--- config.mk ---
export PLATFORM = sky130hd
export DESIGN_NAME = coalescing_free_list_table_flat
export DESIGN_NICKNAME = d
export VERILOG_FILES = /design/src/hw/rtl/cflt_pkg.sv /design/src/hw/rtl/cflt_ifs.sv /design/src/hw/rtl/cflt_store.sv /design/src/hw/rtl/cflt_alu.sv /design/src/hw/rtl/cflt_seq.sv /design/src/hw/rtl/coalescing_free_list_table.sv /design/src/flat_wrapper.sv
export VERILOG_INCLUDE_DIRS = /design/src /design/src/hw/rtl
export SDC_FILE = /design/constraint.sdc
export NUM_CORES = 2
export LEC_CHECK = 0
export ABC_AREA = 1
export ABC_CLOCK_PERIOD_IN_PS = 9700
export BUFFER_PORTS_ARGS = -buffer_cell sky130_fd_sc_hd__buf_4
export CAP_MARGIN = 30
export CORE_MARGIN = 2
export CORE_UTILIZATION = 42
export CTS_CLUSTER_DIAMETER = 50
export CTS_CLUSTER_SIZE = 25
export DETAILED_ROUTE_END_ITERATION = 16
export PLACE_DENSITY = 0.54
export SYNTH_ARGS = -nofsm -noshare
export SYNTH_HDL_FRONTEND = slang
export SYNTH_HIERARCHICAL = 1
export SYNTH_SLANG_ARGS = --single-unit
--- constraint.sdc ---
create_clock -name clk -period 9.7 [get_ports clk]
set_clock_uncertainty 0.05 [all_clocks]
set_input_delay 0.485 -clock clk [delete_from_list [all_inputs] [get_ports clk]]
set_output_delay 0.485 -clock clk [all_outputs]
set_load 0.01 [all_outputs]
--- src/hw/rtl/coalescing_free_list_table_macros.svh ---
// assertion macros used by the free list table sequencer
`ifndef COALESCING_FREE_LIST_TABLE_MACROS_SVH
`define COALESCING_FREE_LIST_TABLE_MACROS_SVH

// property that must hold at every clock edge out of reset
`define CFLT_ASSERT_ALWAYS(lbl, clk, rst_n, prop, msg) \
	lbl: assert property (@(posedge clk) disable iff (!rst_n) (prop)) else $error(msg);

// consequent in the same cycle as the antecedent
`define CFLT_ASSERT_IMPLY(lbl, clk, rst_n, ante, cons, msg) \
	lbl: assert property (@(posedge clk) disable iff (!rst_n) (ante) |-> (cons)) else $error(msg);

// consequent in the cycle after the antecedent
`define CFLT_ASSERT_NEXT(lbl, clk, rst_n, ante, cons, msg) \
	lbl: assert property (@(posedge clk) disable iff (!rst_n) (ante) |=> (cons)) else $error(msg);

`endif

--- src/hw/rtl/cflt_pkg.sv ---
// shared constants, codes and types of the free list table
`timescale 1ns / 1ps
`default_nettype none

package cflt_pkg;

	// table geometry
	localparam int ENTRIES = 16;
	localparam int ADDR_W  = 32;
	localparam int IDX_W   = $clog2(ENTRIES);
	localparam int CNT_W   = $clog2(ENTRIES + 1);

	// field widths
	localparam int OP_W       = 2;
	localparam int SIZE_W     = 32;
	localparam int LEN_W      = 32;
	localparam int STATUS_W   = 3;
	localparam int HDR_W      = 7;
	localparam int MINB_W     = 9;
	localparam int CFG_IDX_W  = 2;
	localparam int CFG_DATA_W = 32;

	// shared unit operand width, one carry bit above a length
	localparam int UW = LEN_W + 1;

	// register reset values
	localparam logic [HDR_W-1:0]  HDR_RST  = HDR_W'(8);
	localparam logic [MINB_W-1:0] MINB_RST = MINB_W'(24);

	typedef enum logic [OP_W-1:0] {
		OP_FREE   = 2'd0,
		OP_SPLIT  = 2'd1,
		OP_DELETE = 2'd2,
		OP_NONE   = 2'd3
	} op_t;

	typedef enum logic [STATUS_W-1:0] {
		ST_OK        = 3'd0,
		ST_FULL      = 3'd1,
		ST_MISSING   = 3'd2,
		ST_TOO_LARGE = 3'd3,
		ST_OVERLAP   = 3'd4
	} status_t;

	typedef enum logic [CFG_IDX_W-1:0] {
		REG_HEADER    = 2'd0,
		REG_MIN_BLOCK = 2'd1
	} reg_idx_t;

	// one listed free segment
	typedef struct packed {
		logic [ADDR_W-1:0] start;
		logic [LEN_W-1:0]  len;
	} seg_t;

	typedef struct packed {
		logic [HDR_W-1:0]  hdr;
		logic [MINB_W-1:0] minb;
	} cfg_t;

	typedef struct packed {
		op_t               op;
		logic [ADDR_W-1:0] address;
		logic [SIZE_W-1:0] size;
	} req_t;

	typedef struct packed {
		status_t          status;
		logic [LEN_W-1:0] address;
		logic [LEN_W-1:0] size;
		logic             merged_below;
		logic             merged_above;
	} rslt_t;

	// result handed from the sequencer to the output register
	typedef struct packed {
		logic  load;
		rslt_t item;
	} res_t;

endpackage

`default_nettype wire

--- src/hw/rtl/cflt_ifs.sv ---
// request, result and register write channels of the free list table
`timescale 1ns / 1ps
`default_nettype none

interface cflt_req_if import cflt_pkg::*; ();
	logic              valid;
	logic              ready;
	logic [OP_W-1:0]   op;
	logic [ADDR_W-1:0] address;
	logic [SIZE_W-1:0] size_bytes;

	modport source (output valid, op, address, size_bytes, input ready);
	modport sink (input valid, op, address, size_bytes, output ready);
endinterface

interface cflt_rsp_if import cflt_pkg::*; ();
	logic                valid;
	logic                ready;
	logic [STATUS_W-1:0] status;
	logic [LEN_W-1:0]    result_address;
	logic [LEN_W-1:0]    result_size;
	logic                merged_below;
	logic                merged_above;

	modport source (output valid, status, result_address, result_size, merged_below,
		merged_above, input ready);
	modport sink (input valid, status, result_address, result_size, merged_below,
		merged_above, output ready);
endinterface

interface cflt_cfg_if import cflt_pkg::*; ();
	logic                  valid;
	logic                  ready;
	logic [CFG_IDX_W-1:0]  index;
	logic [CFG_DATA_W-1:0] data;

	modport source (output valid, index, data, input ready);
	modport sink (input valid, index, data, output ready);
endinterface

`default_nettype wire

--- src/hw/rtl/cflt_store.sv ---
// segment table memory, one write and one registered read port
`timescale 1ns / 1ps
`default_nettype none

module cflt_store import cflt_pkg::*; (
	input  logic             clk,
	input  logic             we,
	input  logic [IDX_W-1:0] waddr,
	input  seg_t             wdata,
	input  logic [IDX_W-1:0] raddr,
	output seg_t             rdata
);

	seg_t mem_q [ENTRIES];

	// write port
	always_ff @(posedge clk) begin
		if (we) begin
			mem_q[waddr] <= wdata;
		end
	end

	// registered read port
	always_ff @(posedge clk) begin
		rdata <= mem_q[raddr];
	end

endmodule

`default_nettype wire

--- src/hw/rtl/cflt_alu.sv ---
// shared adder and subtractor for the sums and for most compares of the sequencer
`timescale 1ns / 1ps
`default_nettype none

module cflt_alu import cflt_pkg::*; (
	input  logic [UW-1:0] x,
	input  logic [UW-1:0] y,
	input  logic          sub,
	output logic [UW:0]   sum
);

	// top bit is the carry of an add or the borrow of a subtract
	always_comb begin
		if (sub) begin
			sum = {1'b0, x} - {1'b0, y};
		end else begin
			sum = {1'b0, x} + {1'b0, y};
		end
	end

endmodule

`default_nettype wire

--- src/hw/rtl/cflt_seq.sv ---
// sequencer: table scan, merge checks, split arithmetic and entry shifting
`timescale 1ns / 1ps
`default_nettype none
`include "coalescing_free_list_table_macros.svh"

module cflt_seq import cflt_pkg::*; (
	input  logic clk,
	input  logic arst_n,
	input  logic start_valid,
	input  req_t start,
	input  cfg_t cfg,
	input  logic out_free,
	output logic idle,
	output res_t res
);

	typedef enum logic [18:0] {
		S_IDLE     = 19'h00001,
		S_F_TOP    = 19'h00002,
		S_SC_RD    = 19'h00004,
		S_SC_CK    = 19'h00008,
		S_DISPATCH = 19'h00010,
		S_F_B1     = 19'h00020,
		S_F_B2     = 19'h00040,
		S_F_A1     = 19'h00080,
		S_F_A2     = 19'h00100,
		S_F_DEC    = 19'h00200,
		S_SP1      = 19'h00400,
		S_SP2      = 19'h00800,
		S_SP3      = 19'h01000,
		S_SP4      = 19'h02000,
		S_RM_RD    = 19'h04000,
		S_RM_WR    = 19'h08000,
		S_IN_RD    = 19'h10000,
		S_IN_WR    = 19'h20000,
		S_FIN      = 19'h40000
	} state_t;

	// one past the top of the address space
	localparam logic [ADDR_W:0] ADDR_SPAN = {1'b1, {ADDR_W{1'b0}}};

	state_t            state_q;
	op_t               op_q;
	logic [ADDR_W-1:0] a_q;
	logic [SIZE_W-1:0] s_q;
	logic [CNT_W-1:0]  idx_q;
	logic [CNT_W-1:0]  p_q;
	logic [CNT_W-1:0]  count_q;
	seg_t              below_q;
	seg_t              above_q;
	logic              found_q;
	logic              tb_q;
	logic              ta_q;
	logic [UW-1:0]     end_q;
	logic [UW-1:0]     carve_q;
	logic [LEN_W-1:0]  sumb_q;
	logic [LEN_W-1:0]  mlen_q;
	logic [LEN_W-1:0]  rest_q;
	rslt_t             res_q;

	logic [UW-1:0]     ux;
	logic [UW-1:0]     uy;
	logic              usub;
	logic [UW:0]       usum;
	logic              we;
	logic [IDX_W-1:0]  waddr;
	seg_t              wdata;
	logic [IDX_W-1:0]  raddr;
	seg_t              rdata;
	logic [CNT_W-1:0]  p_m1;
	logic [CNT_W-1:0]  idx_m1;

	function automatic rslt_t mk_res(status_t st, logic [LEN_W-1:0] ad, logic [LEN_W-1:0] sz,
			logic mb, logic ma);
		rslt_t r;
		r.status       = st;
		r.address      = ad;
		r.size         = sz;
		r.merged_below = mb;
		r.merged_above = ma;
		return r;
	endfunction

	cflt_store u_store (
		.clk   (clk),
		.we    (we),
		.waddr (waddr),
		.wdata (wdata),
		.raddr (raddr),
		.rdata (rdata)
	);

	cflt_alu u_alu (
		.x   (ux),
		.y   (uy),
		.sub (usub),
		.sum (usum)
	);

	assign idle   = (state_q == S_IDLE);
	assign p_m1   = p_q - 1'b1;
	assign idx_m1 = idx_q - 1'b1;

	assign res.load = (state_q == S_FIN) && out_free;
	assign res.item = res_q;

	// operand selection for the shared unit
	always_comb begin
		ux   = '0;
		uy   = '0;
		usub = 1'b0;
		case (state_q)
			S_F_TOP: begin
				ux = {1'b0, a_q};
				uy = {1'b0, s_q};
			end
			S_SC_CK: begin
				ux   = {1'b0, rdata.start};
				uy   = {1'b0, a_q};
				usub = 1'b1;
			end
			S_F_B1: begin
				ux = {1'b0, below_q.start};
				uy = {1'b0, below_q.len};
			end
			S_F_B2: begin
				ux = {1'b0, below_q.len};
				uy = {1'b0, s_q};
			end
			S_F_A1: begin
				ux   = end_q;
				uy   = {1'b0, above_q.start};
				usub = 1'b1;
			end
			S_F_A2: begin
				ux = {1'b0, above_q.len};
				uy = tb_q ? {1'b0, sumb_q} : {1'b0, s_q};
			end
			S_SP1: begin
				ux = {1'b0, s_q};
				uy = UW'(cfg.hdr);
			end
			S_SP2: begin
				ux   = carve_q;
				uy   = UW'(cfg.minb);
				usub = 1'b1;
			end
			S_SP3: begin
				ux   = {1'b0, above_q.len};
				uy   = carve_q;
				usub = 1'b1;
			end
			S_SP4: begin
				ux = {1'b0, a_q};
				uy = carve_q;
			end
			default: begin
			end
		endcase
	end

	// memory port control
	always_comb begin
		we    = 1'b0;
		waddr = p_q[IDX_W-1:0];
		wdata = '{start: a_q, len: s_q};
		raddr = idx_q[IDX_W-1:0];
		case (state_q)
			S_F_DEC: begin
				if (tb_q && ta_q) begin
					we    = 1'b1;
					waddr = p_m1[IDX_W-1:0];
					wdata = '{start: below_q.start, len: mlen_q};
				end else if (tb_q) begin
					we    = 1'b1;
					waddr = p_m1[IDX_W-1:0];
					wdata = '{start: below_q.start, len: sumb_q};
				end else if (ta_q) begin
					we    = 1'b1;
					wdata = '{start: a_q, len: mlen_q};
				end
			end
			S_RM_WR: begin
				we    = 1'b1;
				waddr = idx_m1[IDX_W-1:0];
				wdata = rdata;
			end
			S_IN_RD: begin
				raddr = idx_m1[IDX_W-1:0];
				we    = (idx_q == p_q);
			end
			S_IN_WR: begin
				we    = 1'b1;
				waddr = idx_q[IDX_W-1:0];
				wdata = rdata;
			end
			S_SP4: begin
				we    = (rest_q != '0);
				wdata = '{start: usum[ADDR_W-1:0], len: rest_q};
			end
			default: begin
			end
		endcase
	end

	// sequencer
	always_ff @(posedge clk or negedge arst_n) begin
		if (!arst_n) begin
			state_q <= S_IDLE;
			op_q    <= OP_NONE;
			a_q     <= '0;
			s_q     <= '0;
			idx_q   <= '0;
			p_q     <= '0;
			count_q <= '0;
			below_q <= '0;
			above_q <= '0;
			found_q <= 1'b0;
			tb_q    <= 1'b0;
			ta_q    <= 1'b0;
			end_q   <= '0;
			carve_q <= '0;
			sumb_q  <= '0;
			mlen_q  <= '0;
			rest_q  <= '0;
			res_q   <= '0;
		end else begin
			case (state_q)
				S_IDLE: begin
					if (start_valid) begin
						op_q    <= start.op;
						a_q     <= start.address;
						s_q     <= start.size;
						idx_q   <= '0;
						found_q <= 1'b0;
						tb_q    <= 1'b0;
						ta_q    <= 1'b0;
						case (start.op)
							OP_FREE: begin
								if (start.size == '0) begin
									res_q   <= mk_res(ST_OK, start.address, '0, 1'b0, 1'b0);
									state_q <= S_FIN;
								end else begin
									state_q <= S_F_TOP;
								end
							end
							OP_SPLIT, OP_DELETE: begin
								state_q <= S_SC_RD;
							end
							default: begin
								res_q   <= mk_res(ST_OK, '0, '0, 1'b0, 1'b0);
								state_q <= S_FIN;
							end
						endcase
					end
				end
				// end of freed segment must not pass the top of the address space
				S_F_TOP: begin
					end_q <= usum[UW-1:0];
					if (usum > (UW+1)'(ADDR_SPAN)) begin
						res_q   <= mk_res(ST_OVERLAP, '0, '0, 1'b0, 1'b0);
						state_q <= S_FIN;
					end else begin
						state_q <= S_SC_RD;
					end
				end
				// scan for the first entry at or above the address
				S_SC_RD: begin
					if (idx_q == count_q) begin
						p_q     <= idx_q;
						state_q <= S_DISPATCH;
					end else begin
						state_q <= S_SC_CK;
					end
				end
				S_SC_CK: begin
					if (!usum[UW]) begin
						p_q     <= idx_q;
						above_q <= rdata;
						found_q <= (usum == '0);
						state_q <= S_DISPATCH;
					end else begin
						below_q <= rdata;
						idx_q   <= idx_q + 1'b1;
						state_q <= S_SC_RD;
					end
				end
				S_DISPATCH: begin
					if (op_q == OP_FREE) begin
						state_q <= S_F_B1;
					end else if (!found_q) begin
						res_q   <= mk_res(ST_MISSING, '0, '0, 1'b0, 1'b0);
						state_q <= S_FIN;
					end else if (op_q == OP_DELETE) begin
						res_q   <= mk_res(ST_OK, a_q, above_q.len, 1'b0, 1'b0);
						idx_q   <= p_q + 1'b1;
						state_q <= S_RM_RD;
					end else begin
						state_q <= S_SP1;
					end
				end
				// segment below: overlap and touch
				S_F_B1: begin
					if (p_q == '0) begin
						state_q <= S_F_A1;
					end else if (usum[UW-1:0] > {1'b0, a_q}) begin
						res_q   <= mk_res(ST_OVERLAP, '0, '0, 1'b0, 1'b0);
						state_q <= S_FIN;
					end else if (usum[UW-1:0] == {1'b0, a_q}) begin
						state_q <= S_F_B2;
					end else begin
						state_q <= S_F_A1;
					end
				end
				S_F_B2: begin
					tb_q    <= (usum[UW:LEN_W] == '0);
					sumb_q  <= usum[LEN_W-1:0];
					state_q <= S_F_A1;
				end
				// segment above: overlap and touch
				S_F_A1: begin
					if (p_q == count_q) begin
						state_q <= S_F_DEC;
					end else if (!usum[UW] && (usum != '0)) begin
						res_q   <= mk_res(ST_OVERLAP, '0, '0, 1'b0, 1'b0);
						state_q <= S_FIN;
					end else if (usum == '0) begin
						state_q <= S_F_A2;
					end else begin
						state_q <= S_F_DEC;
					end
				end
				S_F_A2: begin
					ta_q    <= (usum[UW:LEN_W] == '0);
					mlen_q  <= usum[LEN_W-1:0];
					state_q <= S_F_DEC;
				end
				// merge, extend, insert or report a full table
				S_F_DEC: begin
					if (tb_q && ta_q) begin
						res_q   <= mk_res(ST_OK, below_q.start, mlen_q, 1'b1, 1'b1);
						idx_q   <= p_q + 1'b1;
						state_q <= S_RM_RD;
					end else if (tb_q) begin
						res_q   <= mk_res(ST_OK, below_q.start, sumb_q, 1'b1, 1'b0);
						state_q <= S_FIN;
					end else if (ta_q) begin
						res_q   <= mk_res(ST_OK, a_q, mlen_q, 1'b0, 1'b1);
						state_q <= S_FIN;
					end else if (count_q == CNT_W'(ENTRIES)) begin
						res_q   <= mk_res(ST_FULL, '0, '0, 1'b0, 1'b0);
						state_q <= S_FIN;
					end else begin
						res_q   <= mk_res(ST_OK, a_q, s_q, 1'b0, 1'b0);
						idx_q   <= count_q;
						state_q <= S_IN_RD;
					end
				end
				// split: carve, clamp, check, new start
				S_SP1: begin
					carve_q <= usum[UW-1:0];
					state_q <= S_SP2;
				end
				S_SP2: begin
					if (usum[UW]) begin
						carve_q <= UW'(cfg.minb);
					end
					state_q <= S_SP3;
				end
				S_SP3: begin
					if (usum[UW]) begin
						res_q   <= mk_res(ST_TOO_LARGE, '0, '0, 1'b0, 1'b0);
						state_q <= S_FIN;
					end else begin
						rest_q  <= usum[LEN_W-1:0];
						state_q <= S_SP4;
					end
				end
				S_SP4: begin
					res_q <= mk_res(ST_OK, LEN_W'(usum[ADDR_W-1:0]), carve_q[LEN_W-1:0],
						1'b0, 1'b0);
					if (rest_q == '0) begin
						idx_q   <= p_q + 1'b1;
						state_q <= S_RM_RD;
					end else begin
						state_q <= S_FIN;
					end
				end
				// close the gap: move entries down by one
				S_RM_RD: begin
					if (idx_q == count_q) begin
						count_q <= count_q - 1'b1;
						state_q <= S_FIN;
					end else begin
						state_q <= S_RM_WR;
					end
				end
				S_RM_WR: begin
					idx_q   <= idx_q + 1'b1;
					state_q <= S_RM_RD;
				end
				// open a gap: move entries up by one, then write the new one
				S_IN_RD: begin
					if (idx_q == p_q) begin
						count_q <= count_q + 1'b1;
						state_q <= S_FIN;
					end else begin
						state_q <= S_IN_WR;
					end
				end
				S_IN_WR: begin
					idx_q   <= idx_m1;
					state_q <= S_IN_RD;
				end
				S_FIN: begin
					if (out_free) begin
						state_q <= S_IDLE;
					end
				end
				default: begin
					state_q <= S_IDLE;
				end
			endcase
		end
	end

	`CFLT_ASSERT_ALWAYS(a_count_bound, clk, arst_n, count_q <= CNT_W'(ENTRIES), "segment count above table depth")
	`CFLT_ASSERT_IMPLY(a_load_free, clk, arst_n, res.load, out_free, "result loaded into a busy output")
	`CFLT_ASSERT_NEXT(a_start_busy, clk, arst_n, idle && start_valid, !idle, "accepted item did not start work")
	`CFLT_ASSERT_NEXT(a_count_step, clk, arst_n, 1'b1, (count_q == $past(count_q)) || (count_q == $past(count_q) + 1'b1) || (count_q == $past(count_q) - 1'b1), "segment count moved by more than one")

endmodule

`default_nettype wire

--- src/hw/rtl/coalescing_free_list_table.sv ---
// top level of the address-ordered free list table with coalescing
//
// channel  role    handshake      payload
// req      sink    valid/ready    op, address, size_bytes
// rsp      source  valid/ready    status, result_address, result_size, merged_below/above
// cfg      sink    valid/ready    index, data (always ready)
//
// one item at a time; the table sits in a single-port read, single-port write memory
// an item scans the entries below the address, then runs the checks
// a shift (insert or remove) moves the entries above the position by one
// scanned plus moved never exceeds the segment count
// reset empties the table at once (count zero), no clearing pass
// a result waits in the output register; the next item is taken meanwhile
`timescale 1ns / 1ps
`default_nettype none

module coalescing_free_list_table import cflt_pkg::*; (
	input logic       clk,
	input logic       arst_n,
	cflt_req_if.sink  req,
	cflt_rsp_if.source rsp,
	cflt_cfg_if.sink  cfg
);

	cfg_t  cfg_q;
	logic  seq_idle;
	req_t  start;
	res_t  res;
	logic  out_free;
	logic  rsp_valid_q;
	rslt_t rsp_q;

	// request side
	assign req.ready   = seq_idle;
	assign start.op    = op_t'(req.op);
	assign start.address = req.address;
	assign start.size  = req.size_bytes;

	// register writes
	assign cfg.ready = 1'b1;

	always_ff @(posedge clk or negedge arst_n) begin
		if (!arst_n) begin
			cfg_q.hdr  <= HDR_RST;
			cfg_q.minb <= MINB_RST;
		end else if (cfg.valid) begin
			case (cfg.index)
				REG_HEADER:    cfg_q.hdr  <= cfg.data[HDR_W-1:0];
				REG_MIN_BLOCK: cfg_q.minb <= cfg.data[MINB_W-1:0];
				default: begin
				end
			endcase
		end
	end

	cflt_seq u_seq (
		.clk         (clk),
		.arst_n      (arst_n),
		.start_valid (req.valid),
		.start       (start),
		.cfg         (cfg_q),
		.out_free    (out_free),
		.idle        (seq_idle),
		.res         (res)
	);

	// output register
	assign out_free = !rsp_valid_q || rsp.ready;

	always_ff @(posedge clk or negedge arst_n) begin
		if (!arst_n) begin
			rsp_valid_q <= 1'b0;
		end else if (res.load) begin
			rsp_valid_q <= 1'b1;
		end else if (rsp.ready) begin
			rsp_valid_q <= 1'b0;
		end
	end

	always_ff @(posedge clk) begin
		if (res.load) begin
			rsp_q <= res.item;
		end
	end

	assign rsp.valid          = rsp_valid_q;
	assign rsp.status         = rsp_q.status;
	assign rsp.result_address = rsp_q.address;
	assign rsp.result_size    = rsp_q.size;
	assign rsp.merged_below   = rsp_q.merged_below;
	assign rsp.merged_above   = rsp_q.merged_above;

endmodule

`default_nettype wire
--- src/flat_wrapper.sv ---
// flat-port wrapper written by rule: the top's interface ports become plain ports
module coalescing_free_list_table_flat import cflt_pkg::*;
  (clk, arst_n, req_valid, req_op, req_address, req_size_bytes, req_ready, rsp_valid, rsp_status, rsp_result_address, rsp_result_size, rsp_merged_below, rsp_merged_above, rsp_ready, cfg_valid, cfg_index, cfg_data, cfg_ready);
  cflt_req_if req_i ();
  cflt_rsp_if rsp_i ();
  cflt_cfg_if cfg_i ();
  input logic clk;
  input logic arst_n;
  input wire logic [$bits(req_i.valid)-1:0] req_valid;
  input wire logic [$bits(req_i.op)-1:0] req_op;
  input wire logic [$bits(req_i.address)-1:0] req_address;
  input wire logic [$bits(req_i.size_bytes)-1:0] req_size_bytes;
  output wire logic [$bits(req_i.ready)-1:0] req_ready;
  output wire logic [$bits(rsp_i.valid)-1:0] rsp_valid;
  output wire logic [$bits(rsp_i.status)-1:0] rsp_status;
  output wire logic [$bits(rsp_i.result_address)-1:0] rsp_result_address;
  output wire logic [$bits(rsp_i.result_size)-1:0] rsp_result_size;
  output wire logic [$bits(rsp_i.merged_below)-1:0] rsp_merged_below;
  output wire logic [$bits(rsp_i.merged_above)-1:0] rsp_merged_above;
  input wire logic [$bits(rsp_i.ready)-1:0] rsp_ready;
  input wire logic [$bits(cfg_i.valid)-1:0] cfg_valid;
  input wire logic [$bits(cfg_i.index)-1:0] cfg_index;
  input wire logic [$bits(cfg_i.data)-1:0] cfg_data;
  output wire logic [$bits(cfg_i.ready)-1:0] cfg_ready;
  assign req_i.valid = req_valid;
  assign req_i.op = req_op;
  assign req_i.address = req_address;
  assign req_i.size_bytes = req_size_bytes;
  assign req_ready = req_i.ready;
  assign rsp_valid = rsp_i.valid;
  assign rsp_status = rsp_i.status;
  assign rsp_result_address = rsp_i.result_address;
  assign rsp_result_size = rsp_i.result_size;
  assign rsp_merged_below = rsp_i.merged_below;
  assign rsp_merged_above = rsp_i.merged_above;
  assign rsp_i.ready = rsp_ready;
  assign cfg_i.valid = cfg_valid;
  assign cfg_i.index = cfg_index;
  assign cfg_i.data = cfg_data;
  assign cfg_ready = cfg_i.ready;
  coalescing_free_list_table u_core (.clk(clk), .arst_n(arst_n), .req(req_i), .rsp(rsp_i), .cfg(cfg_i));
endmodule
==> impl_metrics.ini <==
[outcome]
outcome = complete, no violations

[synth]
synth_area_leaders = edfxtp_1 42%, dfrtp_1 15%, nand2_1 12%
avgSynthCellArea_um2 = 8.95
yosysWarnings = 6
synthDominantCellAreaShare_pct = 41.7
synth_top_cell_by_area = edfxtp_1
synthTopCellsByCount = 2617 x nand2_1, 1286 x inv_1, 1093 x edfxtp_1
synth_cells = 8799
ys_seq_elements = 1636
syn_area_mm2 = 0.0788
yosysMostFrequentCell = nand2_1
synth.yosys.seq_area_share_pct = 58.5
synth-edff-count = 1093
synthArstFlopShare_pct = 29.3
synth-main-ff-cell = edfxtp_1
synthDistinctLibCells = 57
syn-num-nets = 8982

[hold_path]
hold_depth = 3
min_to = u_core/u_seq/a_q[5]$_DFFE_PN0P_
min_from = req_address[5]
hold_path.class = in -> reg

[placement]
place.gp.congestion = 1.01
dpl.hpwl_um = 183000
pre_cts_slack_ps = 1990
port_buffers = 152

[sta]
setup_ws_ps = 1780
grt_setup_unrepaired = no
max_slew_margin_pct = 17.5
max_freq_mhz = 126
worst-slew-pin-transition_ps = 1240
hold_viol_final = 0
drv_slew = 0
fin_tns_setup_ps = 0
min_period_ps = 7920
period_share_pct = 81.6
setup-violations-final = 0
whs_ps = 47.1

[routing]
initialDrtViolationCount = 7244
vias_per_cell = 5.47
wl_per_cell_um = 24.9
drtAntennaViolNets = 0
routed_wl_um = 288000
vias = 63300
drc = 0
drt-pass1-iter-count = 7

[global_route]
grt_pass1_vias = 58700
track_usage_pct = 29.7
antenna_found_initial = 7
overflow = 0
grt_max_degree = 196
grt_first_pass_wirelength_um = 415000

[clock_tree]
clkSinkCount = 1636
numCtsBuffers = 171
clock_latency_ps = 860
clk_pin_slew_ps = 70
cts-root-buf = clkbuf_16
cts_tree = yes
cts_setup_buffers = 0
cts_max_level = 4
cts_buffer_depth = 3
holdBufCountCts = 83
cts_resized = 0

[setup_path]
crit_arrival_ps = 8640
critPathLaunch = u_core/u_seq/state_q[12]$_DFFE_PN0P_
r2r_end = u_core/u_seq/state_q[2]$_DFFE_PN0P_
r2r_slack_ps = 1780
crit_top_cell = nand2_1
cp-start-kind = flip-flop
cp-end-kind = flip-flop
timing.rr.start = u_core/u_seq/state_q[12]$_DFFE_PN0P_
rr_worst_depth = 32
critPathMaxFanout = 73
worstSetupPathType = reg -> reg
crit_path_max_incr_delay_ps = 640
required_ps = 10420
cp_slowest_cell = buf_4

[floorplan]
die_area_mm2 = 0.191
die_y_um = 437
rows = 158
ios = 177
core_area_mm2 = 0.186
die_width_um = 437
start_util_pct = 42.4

[final_layout]
drive_gt1_share_pct = 8.76
fillers = 17500
final_util_pct = 48.2
multiInputGateArea_mm2 = 0.0257
regArea_mm2 = 0.0461
nNetsFinal = 9105
area_growth_pct = 13.7

[job]
cap_viol_max_count = 0

[power]
vdd_drop_max_mv = 0.265
p_per_area_mw_per_mm2 = 270
p_leak_nw = 40.3
[layout make-up]
class                           count  area share, %
Sequential cell                  1636           51.5
Multi-Input combinational cell   5400           28.7
Inverter                         1300           5.48
Clock buffer                      199           5.12
Timing Repair Buffer              413           4.03
Tap cell                         2480           3.46
Clock inverter                    123           1.76
Antenna cell                        7         0.0196
[through the flow]
step,area [µm²],cells,total power [mW]
6_report,89600,11600,24.2
5_1_grt,89600,11600,25.3
4_1_cts,89500,11500,24.1
3_5_place_dp,82500,11100,16.9
3_3_place_gp,82300,11100,16.8
2_1_floorplan,78800,8799,13.5
[placed cells by master (no fill, tap or decap), types with 14 or more instances in the layout]
| cell type | count |
|---|---|
| buf_12 | 16 |
| o211ai_1 | 41 |
| nand3_1 | 999 |
| o21ai_1 | 18 |
| xnor2_1 | 16 |
| nand2_2 | 22 |
| inv_1 | 1283 |
| dlygate4sd3_1 | 83 |
| o221ai_1 | 34 |
| clkinv_4 | 19 |
| clkbuf_1 | 17 |
| o22ai_1 | 111 |
| inv_6 | 30 |
| nor3b_1 | 15 |
| edfxtp_1 | 1093 |
| nor3_1 | 104 |
| nand4_1 | 71 |
| xor2_1 | 45 |
| nor2_2 | 15 |
| dfxtp_1 | 64 |
| o21ai_0 | 436 |
| or2_2 | 34 |
| a21oi_1 | 190 |
| a221oi_1 | 19 |
| dfrtp_1 | 472 |
| bufinv_16 | 14 |
| buf_4 | 303 |
| nor2_4 | 30 |
| ha_1 | 76 |
| nor2_1 | 359 |
| nand2_1 | 2613 |
| clkbuf_16 | 179 |
| o2111ai_1 | 34 |
| a211oi_1 | 26 |
[report_power, final]
group / total [mW] / internal (mW) / switching (mW)
Sequential: 8.77 / 8.41 / 0.364
Combinational: 8.32 / 1.88 / 6.45
Clock: 7.12 / 3.93 / 3.19
Total: 24.2 / 14.2 / 10.0
[flip-flops by register name, indices dropped and copies added, names as in the netlist, 16 cells and up]
register                    cells
u_core/u_seq/a_q               32
u_core/u_seq/carve_q           33
u_core/u_seq/below_q           64
u_core/u_seq/rest_q            32
u_core/u_seq/u_store/rdata     64
u_core/u_seq/u_store/mem_q   1024
u_core/u_seq/sumb_q            32
u_core/u_seq/s_q               32
u_core/cfg_q                   16
u_core/rsp.result_size         32
u_core/rsp.result_address      32
u_core/u_seq/above_q           64
u_core/u_seq/res               69
u_core/u_seq/mlen_q            32
u_core/u_seq/end_q             33
u_core/u_seq/state_q           19
[worst max-delay path, delay by kind of cell, from the launching register on]
kind	cells	cell delay [ps]
fa+ha+maj	1	460
simple gates	18	2850
flops	1	440
buf+inv	7	2780
compound gates	6	1170
[logic make-up (layout without fill, tap and decap cells)]
logic type	Yosys count	in the layout	synth area share, %
buffers and inverters	1763	2035	9.29
muxes	14	14	0.183
adders and majority gates	78	78	1.26
DFF	1636	1636	58.5
xor gates and xnor gates	62	62	0.690
AOI/OAI and AO/OA	954	954	7.03
and+or+nand+nor	4291	4291	23.0
other	1	8	0.00476
[routing by layer]
| metal | up-vias | wire length [µm] | GRT usage [%] |
|---|---|---|---|
| met2 | 2835 | 126000 | 45.2 |
| met3 | 703 | 23500 | 5.28 |
| met1 | 30600 | 120000 | 40.3 |
| li1 | 29100 | - | - |
| met5 | - | 16 | 0 |
| met4 | 2 | 18400 | 16.4 |
[worst max path at each step]
| stage | end | slack [ps] | cells past startpoint |
|---|---|---|---|
| 2_1_floorplan | u_core/u_seq/res[37]$_DFFE_PN0P_ | 4000 | 41 |
| 3_3_place_gp | u_core/u_seq/res[15]$_DFFE_PN0P_ | 1970 | 40 |
| 3_5_place_dp | u_core/u_seq/res[8]$_DFFE_PN0P_ | 1990 | 40 |
| 4_1_cts | u_core/u_seq/res[9]$_DFFE_PN0P_ | 1920 | 40 |
| 5_1_grt | u_core/u_seq/res[1]$_DFFE_PN0P_ | 1280 | 40 |
| 6_report | u_core/u_seq/state_q[2]$_DFFE_PN0P_ | 1780 | 32 |
Power figures use the tool's default switching activity.
